===== src/rtl/core/pmf_pkg.sv =====
// shared types, constants and codes for the page map first-fit allocator
`default_nettype none

package pmf_pkg;

  // sizing
  localparam int DEFAULT_MAX_PAGES = 1024;
  localparam int LANES     = 16;               // page states per map word
  localparam int LANE_W    = 4;                // lane index width
  localparam int PG_BITS   = 2;
  localparam int WORD_BITS = LANES * PG_BITS;
  localparam int IDX_W     = 10;               // page_index / first_page field width
  localparam int CNT_W     = 11;               // page_count field width
  localparam int HEAP_W    = 11;               // heap_pages register width
  localparam int PAGE_W    = 11;               // page numbers inside the heap, run lengths
  localparam int SUM_W     = 12;               // page_index + page_count
  localparam int WCNT_W    = 8;                // map word counter, one past the last word

  localparam logic [HEAP_W-1:0] HEAP_RESET = 11'd1024;

  typedef logic [WORD_BITS-1:0] map_word_t;

  // request codes
  typedef enum logic [1:0] {
    ACT_ALLOC      = 2'd0,
    ACT_DIRTY      = 2'd1,
    ACT_FREE       = 2'd2,
    ACT_FREE_DIRTY = 2'd3
  } action_t;

  // result codes
  typedef enum logic [1:0] {
    ST_DONE    = 2'd0,
    ST_NOSPACE = 2'd1,
    ST_RANGE   = 2'd2
  } status_t;

  // per-page state codes
  typedef enum logic [1:0] {
    PG_FREE  = 2'd0,
    PG_ALLOC = 2'd1,
    PG_DIRTY = 2'd2
  } pg_state_t;

  // what the word unit does to one map word
  typedef enum logic [1:0] {
    WOP_SCAN  = 2'd0,
    WOP_FILL  = 2'd1,
    WOP_CLEAN = 2'd2
  } wop_t;

  // sequencer states
  typedef enum logic [2:0] {
    S_CLEAR = 3'd0,
    S_IDLE  = 3'd1,
    S_SCAN  = 3'd2,
    S_FILL  = 3'd3,
    S_CLEAN = 3'd4,
    S_RESP  = 3'd5
  } fsm_state_t;

  // transaction payloads
  typedef struct packed {
    logic [1:0]       action;
    logic [IDX_W-1:0] page_index;
    logic [CNT_W-1:0] page_count;
  } pmf_in_t;

  typedef struct packed {
    logic [1:0]       status;
    logic [IDX_W-1:0] first_page;
  } pmf_out_t;

  // sequencer to word unit
  typedef struct packed {
    wop_t              mode;
    logic [PAGE_W-1:0] base;      // page number of lane 0
    logic [PAGE_W-1:0] heap;      // effective heap size
    logic [PAGE_W-1:0] count;     // requested run length
    logic [PAGE_W-1:0] run_in;    // free run ending just below lane 0
    logic [PAGE_W-1:0] lo;        // fill range, inclusive
    logic [PAGE_W-1:0] hi;        // fill range, exclusive
    pg_state_t         fill_val;
  } wop_ctrl_t;

  // word unit search result
  typedef struct packed {
    logic              hit;
    logic [PAGE_W-1:0] first;
    logic [PAGE_W-1:0] run_out;
  } scan_res_t;

endpackage

`default_nettype wire


===== src/rtl/core/pmf_map_ram.sv =====
// page state map storage: one write port, one registered read port
`default_nettype none

module pmf_map_ram #(
  parameter int WORDS = 64,
  parameter int AW    = 6
) (
  input  wire logic              clk,
  input  wire logic              we,
  input  wire logic [AW-1:0]     waddr,
  input  wire pmf_pkg::map_word_t wdata,
  input  wire logic              re,
  input  wire logic [AW-1:0]     raddr,
  output pmf_pkg::map_word_t     rdata
);
  import pmf_pkg::*;

  map_word_t mem [0:WORDS-1];

  // write port
  always_ff @(posedge clk) begin
    if (we) begin
      mem[waddr] <= wdata;
    end
  end

  // read port, registered
  always_ff @(posedge clk) begin
    if (re) begin
      rdata <= mem[raddr];
    end
  end

endmodule

`default_nettype wire


===== src/rtl/core/pmf_word_ops.sv =====
// per-word lane logic: free run search, run fill and dirty cleanup
`default_nettype none

module pmf_word_ops (
  input  wire pmf_pkg::wop_ctrl_t ctrl_i,
  input  wire pmf_pkg::map_word_t rdata_i,
  output pmf_pkg::map_word_t      wdata_o,
  output pmf_pkg::scan_res_t      res_o
);
  import pmf_pkg::*;

  // free run search across the sixteen lanes
  always_comb begin
    logic              nf_seen;
    logic [LANE_W-1:0] last_nf;
    logic              hit;
    logic [LANE_W-1:0] hit_lane;
    logic [PAGE_W-1:0] page;
    logic              free_j;
    logic [PAGE_W-1:0] run_j;
    nf_seen  = 1'b0;
    last_nf  = '0;
    hit      = 1'b0;
    hit_lane = '0;
    for (int j = 0; j < LANES; j++) begin
      page   = ctrl_i.base + PAGE_W'(j);
      free_j = (page < ctrl_i.heap) && (rdata_i[PG_BITS*j +: PG_BITS] == PG_FREE);
      if (!free_j) begin
        nf_seen = 1'b1;
        last_nf = LANE_W'(j);
      end
      // length of the free run that ends at this lane
      run_j = !nf_seen ? ctrl_i.run_in + PAGE_W'(j + 1)
                       : PAGE_W'(j) - PAGE_W'(last_nf);
      if (free_j && !hit && (run_j >= ctrl_i.count)) begin
        hit      = 1'b1;
        hit_lane = LANE_W'(j);
      end
    end
    res_o.hit     = hit;
    res_o.first   = ctrl_i.base + PAGE_W'(hit_lane) + PAGE_W'(1) - ctrl_i.count;
    res_o.run_out = !nf_seen ? ctrl_i.run_in + PAGE_W'(LANES)
                             : PAGE_W'(LANES - 1) - PAGE_W'(last_nf);
  end

  // modified word for write-back
  always_comb begin
    logic [PAGE_W-1:0] page;
    logic [1:0]        st;
    wdata_o = rdata_i;
    for (int j = 0; j < LANES; j++) begin
      page = ctrl_i.base + PAGE_W'(j);
      st   = rdata_i[PG_BITS*j +: PG_BITS];
      case (ctrl_i.mode)
        WOP_FILL: begin
          if ((page >= ctrl_i.lo) && (page < ctrl_i.hi)) begin
            wdata_o[PG_BITS*j +: PG_BITS] = ctrl_i.fill_val;
          end
        end
        WOP_CLEAN: begin
          if ((page < ctrl_i.heap) && (st == PG_DIRTY)) begin
            wdata_o[PG_BITS*j +: PG_BITS] = PG_FREE;
          end
        end
        default: begin
          wdata_o[PG_BITS*j +: PG_BITS] = st;
        end
      endcase
    end
  end

endmodule

`default_nettype wire


===== src/rtl/core/page_map_first_fit_allocator.sv =====
// top level: first-fit page allocator over a word-packed page state map
//
// One transaction at a time: start is taken while busy is low, and busy stays high until
// the result strobe (out_valid, one cycle, cannot be stalled) has been shown. The map
// sits in a single-port-write, registered-read memory, sixteen page states per word, and
// every operation that touches the map streams through it one word per cycle. With H the
// effective heap size and W = ceil(H/16): an allocate scans words from page 0 until the run
// is found (at most W words), then rewrites the words the run touches; mark dirty and free
// rewrite the words the run touches; free-dirty sweeps all W words; each then shows its
// result and returns to idle. Requests answered from their fields alone (zero-page
// allocate, oversize allocate, run past the heap, zero-page run, free-dirty on an empty
// heap) go straight to the result. After reset the map is cleared one word per cycle,
// ceil(MAX_PAGES/16) words (64 at the default size), with busy high; heap_pages writes are
// taken throughout.
`default_nettype none

module page_map_first_fit_allocator #(
  parameter int MAX_PAGES = pmf_pkg::DEFAULT_MAX_PAGES
) (
  input  wire logic                         clk,
  input  wire logic                         rst_n,
  input  wire logic                         start,
  output logic                              busy,
  input  wire pmf_pkg::pmf_in_t             in_data,
  output logic                              out_valid,
  output pmf_pkg::pmf_out_t                 out_data,
  input  wire logic                         cfg_we,
  input  wire logic [pmf_pkg::HEAP_W-1:0]   cfg_wdata
);
  import pmf_pkg::*;

  localparam int WORDS = (MAX_PAGES + LANES - 1) / LANES;
  localparam int AW    = (WORDS > 1) ? $clog2(WORDS) : 1;

  fsm_state_t        state_r, state_nxt;
  logic [HEAP_W-1:0] heap_pages_r;
  logic [AW-1:0]     clr_cnt_r, clr_cnt_nxt;
  logic [WCNT_W-1:0] iss_r, iss_nxt;
  logic [WCNT_W-1:0] dw_r, dw_nxt;
  logic [WCNT_W-1:0] last_r, last_nxt;
  logic              rv_r, rv_nxt;
  logic [PAGE_W-1:0] run_r, run_nxt;
  logic [PAGE_W-1:0] cnt_r, cnt_nxt;
  logic [PAGE_W-1:0] lo_r, lo_nxt;
  logic [PAGE_W-1:0] hi_r, hi_nxt;
  pg_state_t         fill_val_r, fill_val_nxt;
  status_t           status_r, status_nxt;
  logic [IDX_W-1:0]  first_r, first_nxt;

  logic [PAGE_W-1:0] heap;
  logic [PAGE_W-1:0] heap_m1;
  logic [WCNT_W-1:0] heap_last;
  logic [SUM_W-1:0]  req_sum;
  logic [SUM_W-1:0]  req_sum_m1;
  logic              cnt_zero;
  logic              alloc_quick;
  logic              run_range;
  logic              run_quick;
  logic              issue;
  logic              at_last;
  logic [PAGE_W-1:0] found_hi;
  logic [PAGE_W-1:0] found_hm1;

  logic              ram_we;
  logic [AW-1:0]     ram_waddr;
  map_word_t         ram_wdata;
  logic              ram_re;
  map_word_t         ram_rdata;
  map_word_t         upd_word;
  wop_ctrl_t         wctrl;
  scan_res_t         scan_res;

  // configuration register
  always_ff @(posedge clk) begin
    if (!rst_n) begin
      heap_pages_r <= HEAP_RESET;
    end else if (cfg_we) begin
      heap_pages_r <= cfg_wdata;
    end
  end

  // effective heap and request decode
  assign heap        = (int'(heap_pages_r) > MAX_PAGES) ? PAGE_W'(MAX_PAGES) : heap_pages_r;
  assign heap_m1     = heap - PAGE_W'(1);
  assign heap_last   = WCNT_W'(heap_m1[PAGE_W-1:LANE_W]);
  assign req_sum     = SUM_W'(in_data.page_index) + SUM_W'(in_data.page_count);
  assign req_sum_m1  = req_sum - SUM_W'(1);
  assign cnt_zero    = (in_data.page_count == '0);
  assign alloc_quick = cnt_zero || (in_data.page_count > heap);
  assign run_range   = (req_sum > SUM_W'(heap));
  assign run_quick   = run_range || cnt_zero;

  // sweep pipeline status
  assign issue     = (iss_r <= last_r);
  assign at_last   = rv_r && (dw_r == last_r);
  assign found_hi  = scan_res.first + cnt_r;
  assign found_hm1 = found_hi - PAGE_W'(1);

  // word unit control
  always_comb begin
    case (state_r)
      S_SCAN:  wctrl.mode = WOP_SCAN;
      S_FILL:  wctrl.mode = WOP_FILL;
      default: wctrl.mode = WOP_CLEAN;
    endcase
    wctrl.base     = {dw_r[WCNT_W-2:0], LANE_W'(0)};
    wctrl.heap     = heap;
    wctrl.count    = cnt_r;
    wctrl.run_in   = run_r;
    wctrl.lo       = lo_r;
    wctrl.hi       = hi_r;
    wctrl.fill_val = fill_val_r;
  end

  pmf_word_ops u_word_ops (
    .ctrl_i  (wctrl),
    .rdata_i (ram_rdata),
    .wdata_o (upd_word),
    .res_o   (scan_res)
  );

  pmf_map_ram #(
    .WORDS (WORDS),
    .AW    (AW)
  ) u_map_ram (
    .clk   (clk),
    .we    (ram_we),
    .waddr (ram_waddr),
    .wdata (ram_wdata),
    .re    (ram_re),
    .raddr (AW'(iss_r)),
    .rdata (ram_rdata)
  );

  // next state
  always_comb begin
    state_nxt = state_r;
    case (state_r)
      S_CLEAR: begin
        if (clr_cnt_r == AW'(WORDS - 1)) begin
          state_nxt = S_IDLE;
        end
      end
      S_IDLE: begin
        if (start) begin
          case (in_data.action)
            ACT_ALLOC:          state_nxt = alloc_quick ? S_RESP : S_SCAN;
            ACT_DIRTY, ACT_FREE: state_nxt = run_quick ? S_RESP : S_FILL;
            default:            state_nxt = (heap == '0) ? S_RESP : S_CLEAN;
          endcase
        end
      end
      S_SCAN: begin
        if (rv_r && scan_res.hit) begin
          state_nxt = S_FILL;
        end else if (at_last) begin
          state_nxt = S_RESP;
        end
      end
      S_FILL, S_CLEAN: begin
        if (at_last) begin
          state_nxt = S_RESP;
        end
      end
      S_RESP:  state_nxt = S_IDLE;
      default: state_nxt = S_IDLE;
    endcase
  end

  // datapath and memory controls
  always_comb begin
    clr_cnt_nxt  = clr_cnt_r;
    iss_nxt      = iss_r;
    dw_nxt       = dw_r;
    last_nxt     = last_r;
    rv_nxt       = 1'b0;
    run_nxt      = run_r;
    cnt_nxt      = cnt_r;
    lo_nxt       = lo_r;
    hi_nxt       = hi_r;
    fill_val_nxt = fill_val_r;
    status_nxt   = status_r;
    first_nxt    = first_r;
    ram_we       = 1'b0;
    ram_waddr    = AW'(dw_r);
    ram_wdata    = upd_word;
    ram_re       = 1'b0;
    case (state_r)
      S_CLEAR: begin
        ram_we      = 1'b1;
        ram_waddr   = clr_cnt_r;
        ram_wdata   = {LANES{PG_FREE}};
        clr_cnt_nxt = clr_cnt_r + AW'(1);
      end
      S_IDLE: begin
        if (start) begin
          iss_nxt    = '0;
          run_nxt    = '0;
          cnt_nxt    = in_data.page_count;
          last_nxt   = heap_last;
          status_nxt = ST_DONE;
          first_nxt  = '0;
          case (in_data.action)
            ACT_ALLOC: begin
              if (!cnt_zero && alloc_quick) begin
                status_nxt = ST_NOSPACE;
              end
            end
            ACT_DIRTY, ACT_FREE: begin
              if (run_range) begin
                status_nxt = ST_RANGE;
              end
              lo_nxt       = PAGE_W'(in_data.page_index);
              hi_nxt       = PAGE_W'(req_sum);
              iss_nxt      = WCNT_W'(in_data.page_index[IDX_W-1:LANE_W]);
              last_nxt     = req_sum_m1[SUM_W-1:LANE_W];
              fill_val_nxt = (in_data.action == ACT_DIRTY) ? PG_DIRTY : PG_FREE;
            end
            default: begin
            end
          endcase
        end
      end
      S_SCAN, S_FILL, S_CLEAN: begin
        // read the next word while the previous one is processed
        ram_re  = issue;
        rv_nxt  = issue;
        dw_nxt  = iss_r;
        iss_nxt = iss_r + WCNT_W'(1);
        if (state_r == S_SCAN) begin
          if (rv_r) begin
            run_nxt = scan_res.run_out;
            if (scan_res.hit) begin
              // switch to marking the found run allocated
              first_nxt    = IDX_W'(scan_res.first);
              lo_nxt       = scan_res.first;
              hi_nxt       = found_hi;
              iss_nxt      = WCNT_W'(scan_res.first[PAGE_W-1:LANE_W]);
              last_nxt     = WCNT_W'(found_hm1[PAGE_W-1:LANE_W]);
              fill_val_nxt = PG_ALLOC;
              rv_nxt       = 1'b0;
            end else if (at_last) begin
              status_nxt = ST_NOSPACE;
              first_nxt  = '0;
            end
          end
        end else begin
          ram_we = rv_r;
        end
      end
      default: begin
      end
    endcase
  end

  // control registers
  always_ff @(posedge clk) begin
    if (!rst_n) begin
      state_r   <= S_CLEAR;
      clr_cnt_r <= '0;
      rv_r      <= 1'b0;
    end else begin
      state_r   <= state_nxt;
      clr_cnt_r <= clr_cnt_nxt;
      rv_r      <= rv_nxt;
    end
  end

  // working registers
  always_ff @(posedge clk) begin
    iss_r      <= iss_nxt;
    dw_r       <= dw_nxt;
    last_r     <= last_nxt;
    run_r      <= run_nxt;
    cnt_r      <= cnt_nxt;
    lo_r       <= lo_nxt;
    hi_r       <= hi_nxt;
    fill_val_r <= fill_val_nxt;
    status_r   <= status_nxt;
    first_r    <= first_nxt;
  end

  // transaction ports
  assign busy                = (state_r != S_IDLE);
  assign out_valid           = (state_r == S_RESP);
  assign out_data.status     = status_r;
  assign out_data.first_page = first_r;

endmodule

`default_nettype wire


===== config.mk =====
export PLATFORM = sky130hd
export DESIGN_NAME = page_map_first_fit_allocator
export DESIGN_NICKNAME = d
export VERILOG_FILES = /design/src/rtl/core/pmf_pkg.sv /design/src/rtl/core/pmf_map_ram.sv /design/src/rtl/core/pmf_word_ops.sv /design/src/rtl/core/page_map_first_fit_allocator.sv
export SDC_FILE = /design/constraint.sdc
export NUM_CORES = 2
export LEC_CHECK = 0
export CORE_ASPECT_RATIO = 0.9
export CORE_MARGIN = 2
export CORE_UTILIZATION = 35
export CTS_CLUSTER_DIAMETER = 60
export CTS_CLUSTER_SIZE = 24
export DETAILED_ROUTE_END_ITERATION = 7
export DONT_BUFFER_PORTS = 1
export HOLD_SLACK_MARGIN = 0.1
export PLACE_DENSITY_LB_ADDON = 0.2
export RECOVER_POWER = 25
export SYNTH_ARGS = -nofsm -noshare
export SYNTH_HDL_FRONTEND = slang
export SYNTH_HIERARCHICAL = 1
export SYNTH_SLANG_ARGS = --single-unit

===== constraint.sdc =====
create_clock -name clk -period 12.15 [get_ports clk]
set_input_delay 1.215 -clock clk [delete_from_list [all_inputs] [get_ports clk]]
set_output_delay 1.215 -clock clk [all_outputs]
set_load 0.05 [all_outputs]

# Word level (Yosys, flattened, before mapping)
# Memories as Yosys holds them, arrays and structs flattened. A register that Yosys moved wholly into a read port is not among the register bits.
# Cells that the tools add are included.
totals:
  reg_bits: 103
  latch_bits: 0
  mem_bits_rw: 2048
  romBits: 0
  input_bits: 38
  n_memories: 1
classes:
  add_sub_neg: 56
  n_mul: 0
  div: 0
  n_lt_le_gt_ge: 68
  n_eq_ne: 37
  shift: 0
  n_mux: 197
  bitwise: 0
  reduce_logical: 133
mem_list:
  columns: ["name", "words", "word_bits", "rd", "rd_ports_with_merged_regs", "write_ports", "line", "rtl"]
  rows:
  - ["u_map_ram.mem", 64, 32, 1, 1, 1, "pmf_map_ram.sv:18", "map_word_t mem [0:WORDS-1];"]
op_table:
  columns: ["operator", "count"]
  rows:
  - [">= comparator 11 bit", 32]
  - ["less-than comparator 11 bit", 32]
  - ["2-to-1 mux 11 bit", 30]
  - ["adder 11 x 4 -> 11 bit (second input constant)", 16]
  - ["2-to-1 mux 2 bit", 48]
  - ["adder 11 x 3 -> 11 bit (second input constant)", 8]
  - ["logical AND 1 bit", 82]
  - ["case mux 2 bit (2 select lines)", 20]
  - ["2-to-1 mux 8 bit", 9]
  - ["case mux 11 bit (2 select lines)", 3]
  - ["2-to-1 mux 4 bit", 16]
  - ["2-to-1 mux 10 bit", 5]
  - ["adder 11 x 2 -> 11 bit (second input constant)", 4]
  - ["2-to-1 mux 1 bit", 43]
  - ["2-to-1 mux 3 bit", 14]
  - ["subtractor 4 x 4 -> 5 bit (first input constant)", 8]
  - ["== test 2 bit (second input constant)", 18]
  - ["logical NOT 2 bit", 17]
  - ["adder 11 x 1 -> 11 bit (second input constant)", 3]
  - ["2-to-1 mux 32 bit", 1]
  - ["case mux 8 bit (2 select lines)", 2]
  - ["logical NOT 11 bit", 2]
  - ["subtractor 11 x 1 -> 11 bit (second input constant)", 2]
  - ["case mux 10 bit (2 select lines)", 1]
  - ["38 further kinds", 75]

# Logic depth before layout (Yosys ltp)
logic_depth:
  word_depth: 77
  mapped_depth: 54

# Modules after synthesis
# Netlist, hierarchy kept.
modules_own_cells:
  columns: ["mod", "n_inst", "cells_per_inst", "area_per_inst_um2", "seq_area_each_um2"]
  rows:
  - ["pmf_map_ram", 1, 3511, 79359.9, 62459.9]
  - ["pmf_word_ops", 1, 2635, 20044.2, 0.0]
  - ["page_map_first_fit_allocator", 1, 722, 6864.1, 2882.8]

# Worst setup path before layout
# OpenSTA, ideal clock, no wires.
synth_timing:
  path_type: "reg-to-reg"
  start: "reg heap_pages_r[0]"
  end: "reg last_r[6] (data pin)"
  setup_time_ns: 0.285
  t_arrival_ns: 10.136
  t_required_ns: 11.865
  slack_ns: 1.730
  stages_incl_launch_ff: 51
  synth_period_minus_slack_ns: 10.420
  cell_sequence: "dfxtp_1 -> or4_1 -> nor4_1 -> nand2b_1 -> or3_1 -> nand2_1 -> nand2_1 -> inv_1 -> inv_1 -> ha_1 -> and3_1 -> a221o_1 -> a211oi_1 -> o21ai_1 -> o21ai_1 -> nand2_1 -> nand3_1 -> inv_2 -> [... 15 more ...] -> fa_1 -> fa_1 -> nor2b_1 -> o21ai_0 -> a21boi_0 -> o21ai_0 -> nand2b_1 -> a21oi_1 -> nor2_1 -> nor2_1 -> xnor2_1 -> ha_1 -> inv_1 -> or4_1 -> nand3_1 -> nor4_1 -> xor2_1 -> a21oi_1"
synth_lines:
  columns: ["item", "line", "rtl"]
  rows:
  - ["start, declared", "page_map_first_fit_allocator.sv:36", "logic [HEAP_W-1:0] heap_pages_r;"]
  - ["start signal, assigned", "page_map_first_fit_allocator.sv:78", "heap_pages_r <= cfg_wdata;"]
  - ["end signal, assigned", "page_map_first_fit_allocator.sv:273", "last_r <= last_nxt;"]
  - ["end, declared", "page_map_first_fit_allocator.sv:40", "logic [WCNT_W-1:0] last_r, last_nxt;"]

==> impl_metrics.tcl <==
set metrics [dict create \
    final_common_cell "edfxtp_1" \
    finalWeightedCongestion 0.935 \
    worst_pin_slew_ns 5.82 \
    fin_nets 7793 \
    synthArstFlopShare_pct 0 \
    finalHoldViolCount 0 \
    dr.pass1.iters 7 \
    status "finished, violations left" \
    grt_overflow 0 \
    die-area_um2 308000 \
    hpwlAfterDp_um 225000 \
    synth_top_area_cell "edfxtp_1" \
    synthTopCellsByArea "edfxtp_1 61%, mux4_2 9.5%, ha_1 8.4%, mux2i_1 2.0%, a21oi_1 1.4%" \
    wl_um 351000 \
    cp_max_fo 13 \
    syn_area_per_cell_um2 15.5 \
    dp_cells 10933 \
    slowest_delay_ns 0.72 \
    clk_pin_slew_worst_paths_ns 0.06 \
    crit_type "flop to flop" \
    post_drt_wl_per_cell_um 31.3 \
    clockBufferDepth 4 \
    synth-xor-area-share_pct 2.27 \
    violations "max-capacitance violations, max-slew violations" \
    cp.arrival_ns 12.09 \
    fin_crit_ns 11.56 \
    maxCapViolCount 47 \
    first_global_vias 63679 \
    cts-buffers-inserted 151 \
    fin_crit_sh_pct 95.2 \
    fillCellCount 27985 \
    area_growth_pct 10.9 \
    via_count 64557 \
    synth-seq-area-share_pct 61.5 \
    drive_gt1_share_pct 16.0 \
    synth_top_family_by_area "multiplexers" \
    slew_viol_final 1510 \
    synth_edf_count 2162 \
    synth_mux_area_share_pct 11.6 \
    antenna_found_initial 18 \
    synthAdderAreaFrac_pct 8.48 \
    fp.dieW_um 585 \
    num_io_pins 52 \
    final_cell_mix "2162 x edfxtp_1, 711 x ha_1, 446 x mux4_2" \
    drc 0 \
    cts_tree "done" \
    drt-initial-drc-count 6740 \
    hp-class "input port to flop" \
    p_leak_uw 0.0433 \
    die_h_um 527 \
    initial_utilization_pct 35.2 \
    grt_pass1_wl_um 493000 \
    cp-start-kind "flop" \
    crit_required_ns 12.67 \
    track_usage_pct 22.4 \
    skew_ns 0.0983 \
    synth_compound_area_share_pct 8.29 \
    synth-seq-cells 2183 \
    cp-end-kind "flop" \
    core_area_um2 302000 \
    setup_viol 0 \
    io_buffers 0 \
    postSynthCellCount 6868 \
    syn-cell-area_um2 106000 \
    clkLatencyLatePin_ns 0.89 \
    ir_drop_mv 0.114 \
    synth_cell_types 111 \
    clock-sinks 2183 \
    tns_ns 0 \
    cpMaxStageDelayCell "a2111oi_1" \
    synth_flop_cell "edfxtp_1" \
    yosysWarnings 6 \
    postCtsHoldBufs 0 \
    vias_per_cell 5.76 \
    rows 191 \
    cts_max_level 4 \
    synth_top_area_share_pct 61.1 \
    slew_headroom_pct -288 \
    ant_nets 0 \
    fmax_mhz 86.5 \
    p_per_area_nw_per_um2 120 \
    root_buffer "clkbuf_16" \
    final_cells 11201 \
    synth-simple-area-share_pct 5.66 \
    grt_max_degree 110 \
]
==> cell usage after synthesis (62+ instances only) <==
master / count
edfxtp_1: 2162
o22ai_1: 62
mux2i_1: 213
a211oi_1: 64
o21ai_0: 190
nand2_1: 289
xor2_1: 143
mux4_2: 446
a21oi_1: 301
a21o_1: 123
clkbuf_1: 159
nor2b_1: 117
nor2_1: 360
a22oi_1: 131
inv_1: 174
xnor2_1: 133
ha_1: 711
nand3_1: 138
==> routing by layer <==
metal  wire, um  GRT usage [%]  share of wire [%]  vias to the layer above
met2     159000           35.0                 45                     2298
met1     158000           32.7                 45                    34183
li1           -              -                  -                    27632
met3      23900           3.05                6.8                      438
met5         43              0              0.012                        -
met4      10600           5.96                3.0                        6
==> power by group <==
part | switching (uW) | internal (uW) | leakage (uW)
clock | 2810 | 2600 | 0.00241
combinational | 330 | 187 | 0.0183
sequential | 11.7 | 8190 | 0.0225
total | 3150 | 11000 | 0.0433
==> registers in the layout (all words and copies together) (netlist names) <==
register,count
hi_r,11
lo_r,11
cnt_r,11
fill_val_r,2
state_r,3
status_r,2
run_r,11
first_r,10
u_map_ram/mem,2048
clr_cnt_r,6
rv_r,1
dw_r,8
last_r,8
iss_r,8
u_map_ram/rdata,32
heap_pages_r,11
==> timing repair <==
item | 4_1_cts | 5_1_grt
pin swaps | 0 | 3
buffers inserted | 0 | 5
resized for setup | 1 | 33
endpoints found under the setup margin | 2 | 13
==> final timing paths <==
check / start / end / slack [ns] / cells past startpoint
worst min-delay path: in_data[7] / cnt_r[7] / 0.50 / 0
worst min register to register: clr_cnt_r[5] / clr_cnt_r[5] / 0.52 / 2
worst max register to register: heap_pages_r[10] / last_r[6] / 0.59 / 47
worst max-delay path: heap_pages_r[10] / last_r[6] / 0.59 / 47
==> cells by family after synthesis <==
logic type               Yosys count
AO/OA/AOI/OAI                   1302
XOR/XNOR                         276
adder cells (fa/ha/maj)          717
buffers and inverters            483
flip-flops                      2183
multiplexers                     672
other                              1
AND/OR/NAND/NOR                 1234
==> stage by stage <==
step / total power (uW) / setup slack (ns) / hold slack, ns / util (%) / area [um^2]
2_1_floorplan: 8690 / 1.73 / 0.474 / - / 106000
3_3_place_gp: 8850 / 0.0414 / 0.485 / 37.4 / 113000
3_5_place_dp: 8860 / -0.00843 / 0.503 / 37.4 / 113000
4_1_cts: 14200 / 0.0917 / 0.452 / 39.1 / 118000
5_1_grt: 14500 / -0.0598 / 0.469 / 39.1 / 118000
6_report: 14100 / 0.586 / 0.502 / 39.1 / 118000
==> critical path, delay by kind of cell, from the launching register on <==
kind	cells	cell delay, ns
AO/OA/AOI/OAI	15	3.35
XOR/XNOR	2	0.32
adder cells (fa/ha/maj)	6	2.13
buffers and inverters	6	1.18
flip-flops	1	0.55
multiplexers	1	0.26
AND/OR/NAND/NOR	17	3.44
==> final cells by class <==
cell class	count	area, um^2	share of cell area, %
Multi-Input combinational cell	4236	39600	33.6
Tap cell	4053	5070	4.30
Clock inverter	94	1130	0.957
Sequential cell	2183	65300	55.5
Inverter	177	672	0.570
Clock buffer	160	3860	3.28
Antenna cell	9	22.5	0.0191
Timing Repair Buffer	289	2080	1.77
Power figures use the tool's default switching activity.
